File: src/rtl/core/ssc_pkg.sv
// Package for the settable mm:ss timer with seven-segment outputs.
// Holds widths, reset values, register codes and the segment decoder.
// No dependencies.
package ssc_pkg;

    localparam int DIGITS    = 4;
    localparam int DIG_W     = 4;
    localparam int SEG_W     = 8;
    localparam int DB_W      = 4;
    localparam int TPS_W     = 7;
    localparam int SEL_W     = 2;
    localparam int CFG_IDX_W = 1;
    localparam int CFG_W     = 7;

    typedef logic [DIG_W-1:0] digit_t;
    typedef logic [SEG_W-1:0] seg_t;
    typedef logic [DB_W-1:0]  db_count_t;

    typedef enum logic [CFG_IDX_W-1:0] {
        REG_DEBOUNCE_TICKS   = 1'b0,
        REG_TICKS_PER_SECOND = 1'b1
    } cfg_reg_t;

    typedef struct packed {
        db_count_t count;
        logic      press;
    } db_result_t;

    localparam db_count_t        DEBOUNCE_RESET  = 4'd10;
    localparam logic [TPS_W-1:0] TPS_RESET       = 7'd100;
    localparam seg_t             SEG_DASH        = 8'h40;
    localparam seg_t             SEG_BLANK       = 8'h00;
    localparam digit_t           DIGIT_MAX_TENS  = 4'd5;
    localparam digit_t           DIGIT_MAX_UNITS = 4'd9;

    function automatic seg_t seg_encode(digit_t d);
        seg_t s;
        unique case (d)
            4'h0:    s = 8'h3f;
            4'h1:    s = 8'h30;
            4'h2:    s = 8'h5b;
            4'h3:    s = 8'h4f;
            4'h4:    s = 8'h66;
            4'h5:    s = 8'h6d;
            4'h6:    s = 8'h7d;
            4'h7:    s = 8'h07;
            4'h8:    s = 8'h7f;
            4'h9:    s = 8'h6f;
            4'ha:    s = 8'h77;
            4'hb:    s = 8'h7f;
            4'hc:    s = 8'h39;
            4'hd:    s = 8'h3f;
            4'he:    s = 8'h79;
            default: s = 8'h71;
        endcase
        return s;
    endfunction

    // Counter starts on a low level; a press counts if still low on the match.
    function automatic db_result_t debounce(db_count_t count, db_count_t limit, logic level);
        db_result_t r;
        r.count = count;
        r.press = 1'b0;
        if (count == '0 && level) begin
            r.count = count;
        end
        else if (count == limit) begin
            r.count = '0;
            r.press = !level;
        end
        else begin
            r.count = count + db_count_t'(1);
        end
        return r;
    endfunction

endpackage

File: src/rtl/core/settable_seconds_counter_seven_segment.sv
// Top level of the settable mm:ss timer with four seven-segment patterns per tick.
// Depends on ssc_pkg (widths, register codes, segment decoder, debounce).
//
//  channel  | direction | fields                                  | handshake
//  ---------+-----------+-----------------------------------------+------------------
//  in       | in        | red_level, blue_level                   | in_valid/in_ready
//  out      | out       | digit0..3_segments, counting_flag,      | out_valid/out_ready
//           |           | set_mode_flag                           |
//  cfg      | in        | cfg_index, cfg_data                     | cfg_valid/cfg_ready
//
// One tick per cycle sustained while the output is not stalled; a result is presented after its transfer
// passes the input register, then one pass of state update into the result register.
// The elapsed time is kept as four BCD digits, so no division is needed.
// Reset loads the register defaults and shows dashes; cfg_ready is always high.
// A stalled output holds the result; one more tick waits in the input register.
module settable_seconds_counter_seven_segment (
    input  logic                          clk,
    input  logic                          rst_n,
    input  logic                          in_valid,
    output logic                          in_ready,
    input  logic                          red_level,
    input  logic                          blue_level,
    output logic                          out_valid,
    input  logic                          out_ready,
    output ssc_pkg::seg_t                 digit0_segments,
    output ssc_pkg::seg_t                 digit1_segments,
    output ssc_pkg::seg_t                 digit2_segments,
    output ssc_pkg::seg_t                 digit3_segments,
    output logic                          counting_flag,
    output logic                          set_mode_flag,
    input  logic                          cfg_valid,
    output logic                          cfg_ready,
    input  logic [ssc_pkg::CFG_IDX_W-1:0] cfg_index,
    input  logic [ssc_pkg::CFG_W-1:0]     cfg_data
);
    import ssc_pkg::*;

    logic               in_valid_reg;
    logic               red_reg;
    logic               blue_reg;
    logic               out_valid_reg;
    seg_t               seg_reg [DIGITS];
    logic               counting_flag_reg;
    logic               set_mode_flag_reg;

    db_count_t          debounce_ticks_reg;
    logic [TPS_W-1:0]   tps_reg;
    db_count_t          red_cnt_reg, red_cnt_next;
    db_count_t          blue_cnt_reg, blue_cnt_next;
    logic               counting_reg, counting_next;
    logic               editing_reg, editing_next;
    logic               dashes_reg, dashes_next;
    logic [SEL_W-1:0]   sel_reg, sel_next;
    logic [TPS_W-1:0]   phase_reg, phase_next;
    digit_t             set_reg [DIGITS];
    digit_t             set_next [DIGITS];
    digit_t             elapsed_reg [DIGITS];
    digit_t             elapsed_next [DIGITS];
    seg_t               seg_next [DIGITS];

    db_result_t         red_db;
    db_result_t         blue_db;
    digit_t             sel_max;
    logic [DIG_W:0]     step_sum;
    logic               blank;
    logic [TPS_W-1:0]   phase_inc;
    logic               advance;

    assign advance   = in_valid_reg && (!out_valid_reg || out_ready);
    assign in_ready  = !in_valid_reg || advance;
    assign cfg_ready = 1'b1;

    assign out_valid       = out_valid_reg;
    assign digit0_segments = seg_reg[0];
    assign digit1_segments = seg_reg[1];
    assign digit2_segments = seg_reg[2];
    assign digit3_segments = seg_reg[3];
    assign counting_flag   = counting_flag_reg;
    assign set_mode_flag   = set_mode_flag_reg;

    always_comb
    begin
        red_db        = debounce(red_cnt_reg, debounce_ticks_reg, red_reg);
        blue_db       = debounce(blue_cnt_reg, debounce_ticks_reg, blue_reg);
        red_cnt_next  = red_db.count;
        blue_cnt_next = blue_db.count;
        counting_next = counting_reg;
        editing_next  = editing_reg;
        dashes_next   = dashes_reg;
        sel_next      = sel_reg;
        set_next      = set_reg;
        elapsed_next  = elapsed_reg;
        sel_max       = sel_reg[0] ? DIGIT_MAX_UNITS : DIGIT_MAX_TENS;
        step_sum      = {1'b0, set_reg[sel_reg]} + (DIG_W+1)'(1);

        // red: step digit, or stop, or start
        if (red_db.press) begin
            dashes_next = 1'b0;
            if (editing_reg) begin
                if (step_sum > {1'b0, sel_max}) begin
                    step_sum = step_sum - ({1'b0, sel_max} + (DIG_W+1)'(1));
                end
                set_next[sel_reg] = step_sum[DIG_W-1:0];
            end
            else if (counting_reg) begin
                counting_next = 1'b0;
                set_next      = elapsed_reg;
            end
            else begin
                counting_next = 1'b1;
                elapsed_next  = set_reg;
            end
        end

        // blue: enter set mode, advance digit, or leave set mode after the last digit
        if (blue_db.press) begin
            dashes_next = 1'b0;
            if (editing_next) begin
                if (sel_reg == SEL_W'(DIGITS - 1)) begin
                    editing_next = 1'b0;
                    sel_next     = '0;
                end
                else begin
                    sel_next = sel_reg + SEL_W'(1);
                end
            end
            else begin
                sel_next      = '0;
                editing_next  = 1'b1;
                counting_next = 1'b0;
                set_next      = elapsed_next;
            end
        end

        blank = phase_reg >= (tps_reg >> 1);
        for (int i = 0; i < DIGITS; i++) begin
            if (counting_next) begin
                seg_next[i] = seg_encode(elapsed_next[i]);
            end
            else if (editing_next && sel_next == SEL_W'(i) && blank) begin
                seg_next[i] = SEG_BLANK;
            end
            else if (!editing_next && dashes_next) begin
                seg_next[i] = SEG_DASH;
            end
            else begin
                seg_next[i] = seg_encode(set_next[i]);
            end
        end

        // end of second: BCD increment, 99:59 rolls to 00:00
        phase_inc  = phase_reg + TPS_W'(1);
        phase_next = phase_inc;
        if (phase_inc >= tps_reg) begin
            phase_next = '0;
            if (counting_next) begin
                if (elapsed_next[3] != DIGIT_MAX_UNITS) begin
                    elapsed_next[3] = elapsed_next[3] + digit_t'(1);
                end
                else begin
                    elapsed_next[3] = '0;
                    if (elapsed_next[2] != DIGIT_MAX_TENS) begin
                        elapsed_next[2] = elapsed_next[2] + digit_t'(1);
                    end
                    else begin
                        elapsed_next[2] = '0;
                        if (elapsed_next[1] != DIGIT_MAX_UNITS) begin
                            elapsed_next[1] = elapsed_next[1] + digit_t'(1);
                        end
                        else begin
                            elapsed_next[1] = '0;
                            if (elapsed_next[0] != DIGIT_MAX_UNITS) begin
                                elapsed_next[0] = elapsed_next[0] + digit_t'(1);
                            end
                            else begin
                                elapsed_next[0] = '0;
                            end
                        end
                    end
                end
            end
        end
    end

    always_ff @(posedge clk or negedge rst_n)
    begin
        if (!rst_n) begin
            in_valid_reg       <= 1'b0;
            out_valid_reg      <= 1'b0;
            debounce_ticks_reg <= DEBOUNCE_RESET;
            tps_reg            <= TPS_RESET;
            red_cnt_reg        <= '0;
            blue_cnt_reg       <= '0;
            counting_reg       <= 1'b0;
            editing_reg        <= 1'b0;
            dashes_reg         <= 1'b1;
            sel_reg            <= '0;
            phase_reg          <= '0;
            for (int i = 0; i < DIGITS; i++) begin
                set_reg[i]     <= '0;
                elapsed_reg[i] <= '0;
            end
        end
        else begin
            if (in_ready) begin
                in_valid_reg <= in_valid;
            end
            if (advance) begin
                out_valid_reg <= 1'b1;
            end
            else if (out_ready) begin
                out_valid_reg <= 1'b0;
            end
            if (cfg_valid) begin
                unique case (cfg_reg_t'(cfg_index))
                    REG_DEBOUNCE_TICKS:   debounce_ticks_reg <= cfg_data[DB_W-1:0];
                    REG_TICKS_PER_SECOND: tps_reg            <= cfg_data[TPS_W-1:0];
                    default:              tps_reg            <= tps_reg;
                endcase
            end
            if (advance) begin
                red_cnt_reg  <= red_cnt_next;
                blue_cnt_reg <= blue_cnt_next;
                counting_reg <= counting_next;
                editing_reg  <= editing_next;
                dashes_reg   <= dashes_next;
                sel_reg      <= sel_next;
                phase_reg    <= phase_next;
                set_reg      <= set_next;
                elapsed_reg  <= elapsed_next;
            end
        end
    end

    always_ff @(posedge clk)
    begin
        if (in_valid && in_ready) begin
            red_reg  <= red_level;
            blue_reg <= blue_level;
        end
        if (advance) begin
            seg_reg           <= seg_next;
            counting_flag_reg <= counting_next;
            set_mode_flag_reg <= editing_next;
        end
    end

    assert property (@(posedge clk) disable iff (!rst_n)
        !(counting_reg && editing_reg))
        else $error("counting and set mode both active");

    assert property (@(posedge clk) disable iff (!rst_n)
        !editing_reg |-> (sel_reg == '0))
        else $error("digit selected outside set mode");

    assert property (@(posedge clk) disable iff (!rst_n)
        (elapsed_reg[2] <= DIGIT_MAX_TENS) && (elapsed_reg[3] <= DIGIT_MAX_UNITS))
        else $error("seconds digits out of range");

    assert property (@(posedge clk) disable iff (!rst_n)
        (in_valid_reg && !advance) |=> in_valid_reg)
        else $error("held tick lost from input register");

endmodule
File: config.mk
export PLATFORM = sky130hd
export DESIGN_NAME = settable_seconds_counter_seven_segment
export DESIGN_NICKNAME = d
export VERILOG_FILES = /design/src/rtl/core/ssc_pkg.sv /design/src/rtl/core/settable_seconds_counter_seven_segment.sv
export SDC_FILE = /design/constraint.sdc
export NUM_CORES = 1
export LEC_CHECK = 0
export ABC_CLOCK_PERIOD_IN_PS = 14300
export BUFFER_PORTS_ARGS = -buffer_cell sky130_fd_sc_hd__buf_2
export CAP_MARGIN = 10
export CORE_ASPECT_RATIO = 0.6
export CORE_UTILIZATION = 55
export CTS_CLUSTER_DIAMETER = 120
export CTS_CLUSTER_SIZE = 30
export DETAILED_ROUTE_END_ITERATION = 10
export GPL_TIMING_DRIVEN = 0
export PLACE_DENSITY = 0.74
export SYNTH_ARGS = -nofsm -noshare
export SYNTH_HDL_FRONTEND = slang
export SYNTH_SLANG_ARGS = --single-unit
File: constraint.sdc
create_clock -name clk -period 14.3 [get_ports clk]
set_clock_uncertainty 0.15 [all_clocks]
set_input_delay 2.145 -clock clk [delete_from_list [all_inputs] [get_ports clk]]
set_output_delay 2.145 -clock clk [all_outputs]
set_load 0.02 [all_outputs]
### After elaboration in Yosys (flattened, before gate mapping)

Memories as Yosys holds them, arrays and structs flattened.
Index checks and enable logic that the tools add are counted.

* add/subtract/negate cells: 11
* eq/ne operators: 10
* bitwise logic cells: 4
* muxes and demuxes: 60
* reductions and logical operators: 29
* magnitude comparators: 5

Operator list (count)
* two-way mux 16 bit: 9
* two-way mux 8 bit: 13
* two-way mux 4 bit: 14
* adder 4 x 1 -> 4 bit (second input constant): 7
* bitwise mux 16 bit: 1
* two-way mux 1 bit: 16
* logical AND 1 bit: 14
* two-way mux 12 bit: 1
* inequality test 4 bit (second input constant): 3
* binary-select mux 4 bit (select 2 bit): 1
* demux 4 bit (select 2 bit): 1
* == test 4 bit: 2
* logical NOT 4 bit: 2
* AND reduction 2 bit: 4
* adder 7 x 1 -> 7 bit (second input constant): 1
* greater-or-equal comparator 7 x 6 -> 1 bit: 1
* greater-or-equal comparator 7 bit: 1
* two-way mux 7 bit: 1
* == test 2 bit (second input constant): 3
* two-way mux 2 bit: 3
* adder 4 x 1 -> 5 bit (second input constant): 1
* greater-than comparator 5 x 4 -> 1 bit: 1
* logical NOT 1 bit: 5
* inequality test 4 x 3 -> 1 bit (second input constant): 1
* other kinds (10): 13

* memory bits (read-only): 896
* memories: 8
* flip-flop bits (word level): 101
* output and inout port bits: 37
* logic and storage cells: 154

Memory list
* (name not given): words 16, bits a word 7, rd ports 1, clocked after memory_dff 0, wr ports 0, line ssc_pkg.sv:38 `unique case (d)`
* (name not given): words 16, bits a word 7, rd ports 1, clocked after memory_dff 0, wr ports 0, line ssc_pkg.sv:38
* (name not given): words 16, bits a word 7, rd ports 1, clocked after memory_dff 0, wr ports 0, line ssc_pkg.sv:38
* (name not given): words 16, bits a word 7, rd ports 1, clocked after memory_dff 0, wr ports 0, line ssc_pkg.sv:38
* (name not given): words 16, bits a word 7, rd ports 1, clocked after memory_dff 0, wr ports 0, line ssc_pkg.sv:38
* (name not given): words 16, bits a word 7, rd ports 1, clocked after memory_dff 0, wr ports 0, line ssc_pkg.sv:38
* 2 more memories

### Logic depth before layout (Yosys ltp)

Gate-level depths: netlist of the first run.
An unclocked memory read counts as a cell.

* depth in word-level cells: 18
* depth in mapped cells: 17

### Worst setup path after synthesis of the first run

OpenSTA, ideal clock, no wires.

* path kind: input port to output port
* start point: input out_ready
* end point: output in_ready
* path buffers: 0
* cell stages on the path: 1
* data arrival time: 2423 ps
* setup slack: 9582 ps
* cell sequence: nand3b_1

* longest elaborated chain between the ends: 3

RTL lines
* start, declared: line settable_seconds_counter_seven_segment.sv:24 `input logic out_ready,`
* logical OR 1 bit: line settable_seconds_counter_seven_segment.sv:69 `assign advance = in_valid_reg && (!out_valid_reg || out_ready);`
* logical AND 1 bit: line settable_seconds_counter_seven_segment.sv:69
* logical OR 1 bit: line settable_seconds_counter_seven_segment.sv:70 `assign in_ready = !in_valid_reg || advance;`
* end, declared: line settable_seconds_counter_seven_segment.sv:20 `output logic in_ready,`

Every way passes these cells.

==> results of run 1 <==
[worst max-delay path: stages (launching register included)]
cell	delay, ps
dfrtp_1	410
clkbuf_1	390
mux4_2	470
ha_1	260
xnor2_1	260
inv_1	110
ha_1	310
ha_1	190
nand2_1	90
o211ai_2	130
a211oi_1	540
o41ai_1	130
a22oi_1	810
inv_1	250
ha_1	270
mux2_1	280
or3_1	310
o311ai_1	100
[cell type report]
type / instances / area, um2 / area share [%]
Timing Repair Buffer: 47 / 253 / 2.84
Clock buffer: 12 / 236 / 2.65
Clock inverter: 4 / 68.8 / 0.772
Sequential cell: 97 / 2590 / 29.1
Buffer: 58 / 298 / 3.34
Inverter: 48 / 180 / 2.02
Multi-Input combinational cell: 710 / 5040 / 56.6
Tap cell: 192 / 240 / 2.70
[logic make-up after synthesis]
kind of cell    synth area share, %
other cells                  0.0927
fa+ha+maj                      12.0
flops                          32.0
xor+xnor                       2.49
buf+inv                        5.88
compound gates                 22.3
simple gates                   17.0
mux                            8.20
[metal layers]
metal / up-vias / share of wire, % / track usage [%]
met5: - / 0.074 / 0
met4: 2 / 1.0 / 5.61
met3: 29 / 12 / 9.28
met2: 427 / 39 / 44.1
met1: 3510 / 48 / 52.5
li1: 3466 / - / -
[Yosys cell counts (6+ instances only)]
| master | number | area, um2 |
|---|---|---|
| buf_2 | 9 | 45.0 |
| inv_1 | 44 | 165 |
| o21ai_1 | 12 | 60.1 |
| nand2b_1 | 12 | 75.1 |
| dfstp_2 | 6 | 158 |
| nor2_1 | 55 | 206 |
| mux2_2 | 23 | 259 |
| o22ai_1 | 14 | 87.6 |
| o21ai_0 | 66 | 330 |
| a221oi_1 | 6 | 52.6 |
| and3_1 | 6 | 37.5 |
| o211ai_1 | 9 | 67.6 |
| mux2i_1 | 29 | 290 |
| nand3_1 | 36 | 180 |
| a21oi_1 | 48 | 240 |
| a31oi_1 | 17 | 106 |
| nor4_1 | 10 | 62.6 |
| a211oi_1 | 7 | 52.6 |
| nor3_1 | 20 | 100 |
| edfxtp_1 | 32 | 961 |
| nand2_1 | 98 | 368 |
| and2_1 | 8 | 50.1 |
| ha_1 | 76 | 951 |
| o31ai_1 | 8 | 60.1 |
| buf_4 | 10 | 75.1 |
| nand4_1 | 8 | 50.1 |
| a21o_1 | 9 | 67.6 |
| clkbuf_1 | 34 | 128 |
| xnor2_1 | 19 | 166 |
| dfrtp_1 | 59 | 1480 |
[worst min-delay path by stage]
stage	slack (ps)	cells past startpoint	from	endpoint
4_1_cts	350	1	in_valid_reg$_DFFE_PN0N_	out_valid$_DFFE_PN0P_
3_3_place_gp	340	1	tps_reg[3]$_DFFE_PN0P_	tps_reg[3]$_DFFE_PN0P_
2_1_floorplan	310	1	in_valid_reg$_DFFE_PN0N_	out_valid$_DFFE_PN0P_
3_5_place_dp	340	1	in_valid_reg$_DFFE_PN0N_	out_valid$_DFFE_PN0P_
5_1_grt	370	1	in_valid_reg$_DFFE_PN0N_	out_valid$_DFFE_PN0P_
6_report	350	1	in_valid_reg$_DFFE_PN0N_	out_valid$_DFFE_PN0P_
[power breakdown]
part,internal [mW],switching [mW]
logic,0.464,0.807
registers,0.416,0.0923
clock network,0.153,0.112
==> metrics.md, run 1 <==
| Metric | Value |
|---|---|
| Pwr Density | 229 nW/um2 |
| Total setup buffers inserted after CTS | 0 |
| Die width | between 150 and 200 um |
| Crit Reg-Reg Endpoint | digit1_segments[3]$_DFFE_PP_ |
| Period utilization | between 30 and 40% |
| Hold Path Class | flop to flop |
| Starting Density | 57.9% |
| Rows | 33 |
| DP Wirelength | 18.0 mm |
| Initial DRC count | 879 |
| RSZ-0062 raised after global routing | false |
| Status | complete, no violations |
| Reg2reg path depth | 17 |
| Setup TNS | 0 ps |
| Post-synth EDFFs | 32 |
| Grt total ovfl | 0 |
| Vias | ~7400 |
| Crit path time final | 5650 ps |
| # fillers | ~1200 |
| Crit-path max FO | 8 |
| DR vias/cell | 6.36 |
| Max rail drop VDD | 0.0000903 V |
| Total number of clock tree sinks | 97 |
| Area delta synth->final | 10.0% |
| Register area share after synthesis | 32.0% |
| Netlist Area Pre-Place | approximately 8100 um2 |
| Pre-Repair DR Iteration Count | 5 |
| Most common cell after layout, fill and taps aside | nand2_1 |
| Share of cells above drive strength 1 | 14.4% |
| Fin nets | 1063 |
| CP Class | flop to flop |
| Worst-Skew Late Latency | 350 ps |
| Root buffer cell | clkbuf_16 |
| Worst slew pin tran | 1350 ps |
| Pleak | 3.72 nW |
| R2r setup slk | 8650 ps |
| Die area | 15200 um2 |
| Async set-reset flop share out of synthesis | roughly 67% |
| Detail Route Antenna Nets | 0 |
| Fin. max-slew vios | 0 |
| WHS | 348 ps |
| DR WL/cell | 20.7 um |
| Wire length of the first global-routing pass | 37.7 mm |
| Die H | 96.0 um |
| Core Box Area | around 14000 um2 |
| Placed cell areas | 8610 um2 |
| Final setup vio count | 0 |
| Max-cap violations | 0 |
| N_diodes | 0 |
| Arrival time at the worst endpoint | 5660 ps |
| Nature of the critical path endpoint | flop |
| Primary FF master, synth | dfrtp_1 |
| Inst Count DP | 1152 |
| Final Hold Fails | 0 |
| Critical Path RT | between 10000 and 15000 ps |
| Fin area | between 8000 and 9000 um2 |
| Syn avg cell area | slightly below 9 um2 |
| Drt drc | 0 |
| Vias in the first global route | around 6600 |
| GPL Wtd Cong | 1.05 |
| Port Buffers | 46 |
| CTS tree | done |
| Slew headroom | 9.39% |
| Post-synthesis cell type count | between 80 and 90 |
| CTS Buffer Depth | 2 |
| Final core utilization | 63.7% |
| H-tree levels | 3 |
| Worst-path clk slew | 70 ps |
| Pre-CTS setup slack | 8920 ps |
| Synthesized instance count | 910 |
| GRT Overall Usage | 33.2% |
| Largest net degree at the start of global routing | 66 |
| F_max | approximately 180 MHz |
| Synth warn | 0 |
| CP Launch Type | flop |
| Drt total wl | 24.2 mm |
| Hold_buf cts | 0 |
| Initial antenna violation count | 1 |
| Crit path to | digit1_segments[3]$_DFFE_PP_ |
| #FFs+latches synth | 97 |
| Design Power | 2.04 mW |
| Post-Layout Cell Count | between 1000 and 1500 |
| Post-CTS Resized | 0 |
| Ports | 52 |
| CTS Buf Count | 9 |
| Setup ws final | 8650 ps |
| Most frequent cells in the layout | nand2_1 (98), ha_1 (76), o21ai_0 (66) |
| Reg2reg start | sel_reg[1]$_DFFE_PN0P_ |
| Worst Setup SP | sel_reg[1]$_DFFE_PN0P_ |
Power figures use the tool's default switching activity.
==> run 2: changes to the inputs <==
--- a/config.mk
+++ b/config.mk
@@ -5,7 +5,7 @@
 export SDC_FILE = /design/constraint.sdc
 export NUM_CORES = 1
 export LEC_CHECK = 0
-export ABC_CLOCK_PERIOD_IN_PS = 14300
+export ABC_CLOCK_PERIOD_IN_PS = 4910
 export BUFFER_PORTS_ARGS = -buffer_cell sky130_fd_sc_hd__buf_2
 export CAP_MARGIN = 10
 export CORE_ASPECT_RATIO = 0.6
@@ -14,7 +14,7 @@
 export CTS_CLUSTER_SIZE = 30
 export DETAILED_ROUTE_END_ITERATION = 10
 export GPL_TIMING_DRIVEN = 0
-export PLACE_DENSITY = 0.74
+export PLACE_DENSITY = 0.77
 export SYNTH_ARGS = -nofsm -noshare
 export SYNTH_HDL_FRONTEND = slang
 export SYNTH_SLANG_ARGS = --single-unit
==> constraint.sdc (replaced) <==
create_clock -name clk -period 4.91 [get_ports clk]
set_clock_uncertainty 0.15 [all_clocks]
set_input_delay 0.7365 -clock clk [delete_from_list [all_inputs] [get_ports clk]]
set_output_delay 0.7365 -clock clk [all_outputs]
set_load 0.02 [all_outputs]
==> run 2 against run 1 <==
  * Fmax increased by 17%
  * Clock power rose to 2.5 times the previous value
  * Largest power group unchanged
  * Sequential share of layout area decreased by 0.33 points
==> metrics.md, run 2 (synthesis results as in run 1) <==
| Metric | Value |
|---|---|
| Status | complete, no violations (unchanged) |
| CP Class | flop to flop (unchanged) |
| Final Hold Fails | 0 (unchanged) |
| CTS Buf Count | 9 (unchanged) |
| DR vias/cell | 6.44 (was 6.36) |
| Die area | 15200 um2 (unchanged) |
| Wire length of the first global-routing pass | 38.8 mm (was 37.7 mm) |
| Final setup vio count | 0 (unchanged) |
| DR WL/cell | 21.1 um (was 20.7 um) |
| Arrival time at the worst endpoint | 4850 ps (was 5660 ps) |
| GPL Wtd Cong | 1.05 (about the same) |
| Hold_buf cts | 0 (unchanged) |
| Largest net degree at the start of global routing | 66 (unchanged) |
| Most frequent cells in the layout | nand2_1 (97), ha_1 (71), o21ai_0 (66) (was nand2_1 (98), ha_1 (76), o21ai_0 (66)) |
| Grt total ovfl | 0 (unchanged) |
| N_diodes | 0 (unchanged) |
| Port Buffers | 46 (unchanged) |
| Ports | 52 (unchanged) |
| CP Launch Type | flop (unchanged) |
| Pwr Density | 677 nW/um2 (was 229 nW/um2) |
| CTS Buffer Depth | 2 (unchanged) |
| Root buffer cell | clkbuf_16 (unchanged) |
| Initial DRC count | 1147 (was 879) |
| Peak per-stage delay on the critical path | 560 ps (was 810 ps) |
| Detail Route Antenna Nets | 0 (unchanged) |
| Vias in the first global route | 7044 (was 6556) |
| H-tree levels | 3 (unchanged) |
| Crit path time final | 4830 ps (was 5650 ps) |
| Drt drc | 0 (unchanged) |
| Rows | 33 (unchanged) |
| Vias | 7559 (was 7434) |
| Fin nets | 1068 (was 1063) |
| Max-cap violations | 0 (unchanged) |
| Pre-Repair DR Iteration Count | 8 (was 5) |
| CP Buf/Inv Count | 4 (was 3) |
| Worst-path clk slew | 70 ps (about the same) |
| Total number of clock tree sinks | 97 (unchanged) |
| Worst slew pin tran | 1280 ps (was 1350 ps) |
| Share of cells above drive strength 1 | 17.1% (was 14.4%) |
| F_max | 207 MHz (was 177 MHz) |
| Most common cell after layout, fill and taps aside | nand2_1 (unchanged) |
| Slew headroom | 13.7% (was 9.39%) |
| Setup TNS | 0 ps (unchanged) |
| Core Box Area | 14000 um2 (unchanged) |
| Drt total wl | 24.8 mm (was 24.2 mm) |
| Die H | 96.0 um (unchanged) |
| Max rail drop VDD | 0.000319 V (was 0.0000903 V) |
| Nature of the critical path endpoint | flop (unchanged) |
| CTS tree | done (unchanged) |
| Critical-path top delay cell | mux4_2 (was a22oi_1) |
| GRT Overall Usage | 34.3% (was 33.2%) |
| Fin. max-slew vios | 0 (unchanged) |
| Area delta synth->final | 11.3% (was 10.0%) |
| Crit-path max FO | 10 (was 8) |
| Die width | 159 um (unchanged) |
| Starting Density | 57.9% (unchanged) |
| Worst-Skew Late Latency | 360 ps (was 350 ps) |
| DP Wirelength | 18.2 mm (was 18.0 mm) |
| Worst-path cell chain | buf_6 -> mux4_2 -> ha_2 -> xnor2_2 -> inv_1 -> ha_4 -> ha_1 -> nand2_2 -> nor3b_1 -> o31a_1 -> buf_4 -> o41ai_2 -> a22oi_2 -> buf_4 -> ha_1 -> mux2_1 -> or3_1 -> o311ai_1 (was clkbuf_1 -> mux4_2 -> ha_1 -> xnor2_1 -> inv_1 -> ha_1 -> ha_1 -> nand2_1 -> o211ai_2 -> a211oi_1 -> o41ai_1 -> a22oi_1 -> inv_1 -> ha_1 -> mux2_1 -> or3_1 -> o311ai_1) |
| WHS | 347 ps (was 348 ps) |
| Period utilization | 98.4% (was 39.5%) |
| Critical Path RT | 4930 ps (was 14300 ps) |
| Initial antenna violation count | 0 (was 1) |
| Pleak | 3.73 nW (was 3.72 nW) |
| CP delay by family, top | adder cells (was compound AO/OA/AOI/OAI gates) |
| Hold Path Class | input pin to async pin (was flop to flop) |
-- run 2: cell count changes in the layout (fill, tap and decap cells not counted), sizes merged --
cell      previous run  this run
buf                 71        78
bufinv               2         0
clkinv               5         6
clkbuf              46        42
clkinvlp             0         3
-- run 2: through the flow --
| stage | util (%) | cell area [um2] | worst slack, ps | power, mW | instances |
|---|---|---|---|---|---|
| floorplan | - | 8110 | 209 | 4.07 | 913 |
| global route | 64.4 | 9020 | -39.2 | 6.50 | 1173 |
| detailed placement | 61.5 | 8610 | -645 | 5.07 | 1152 |
| global placement | 61.3 | 8580 | -454 | 4.99 | 1151 |
| CTS | 63.7 | 8910 | 53.6 | 5.81 | 1170 |
| finish | 64.4 | 9020 | 80.5 | 6.11 | 1173 |
-- run 2: routing by layer --
layer	part of all wire (%)	global-route usage (%)	vias up	wire length, um
li1	-	-	3471	-
met5	0	1.02	-	0
met4	2.3	10.3	0	566
met2	38	45.6	528	9480
met1	44	49.6	3498	11000
met3	15	14.0	62	3720
-- run 2: cell type report --
cell class	instances	area, um2
inverter	48	180
buffer	56	290
timing repair buffer	54	305
tap	192	240
sequential	97	2600
clock inverter	6	35.0
multi-input combinational	710	5140
clock buffer	10	229
fill	1167	4980
-- run 2: path summary, 6_finish.rpt --
kind	startpoint	to	slack [ps]	cells after the start
max in group asynchronous	rst_n	sel_reg[0]$_DFFE_PN0P_	3630	1
min	rst_n	blue_cnt_reg[1]$_DFFE_PN0P_	350	1
min reg2reg	dashes_reg$_DFFE_PN1P_	dashes_reg$_DFFE_PN1P_	350	1
max reg2reg	sel_reg[0]$_DFFE_PN0P_	digit1_segments[3]$_DFFE_PP_	80	18
max	sel_reg[0]$_DFFE_PN0P_	digit1_segments[3]$_DFFE_PP_	80	18
min in group clk	dashes_reg$_DFFE_PN1P_	dashes_reg$_DFFE_PN1P_	350	1
-- run 2: repair_timing --
action	in CTS	in global routing
resized for setup	6	15
cloned	0	0
setup endpoints to repair	20	24
pin swaps	2	4
setup buffers	3	4
-- run 2: report_power, final --
part           total [mW]  leakage [nW]  switching [mW]  internal [mW]
Combinational        3.95          2.51            2.49           1.47
Clock               0.668         0.120           0.328          0.340
Sequential           1.48          1.09           0.271           1.21
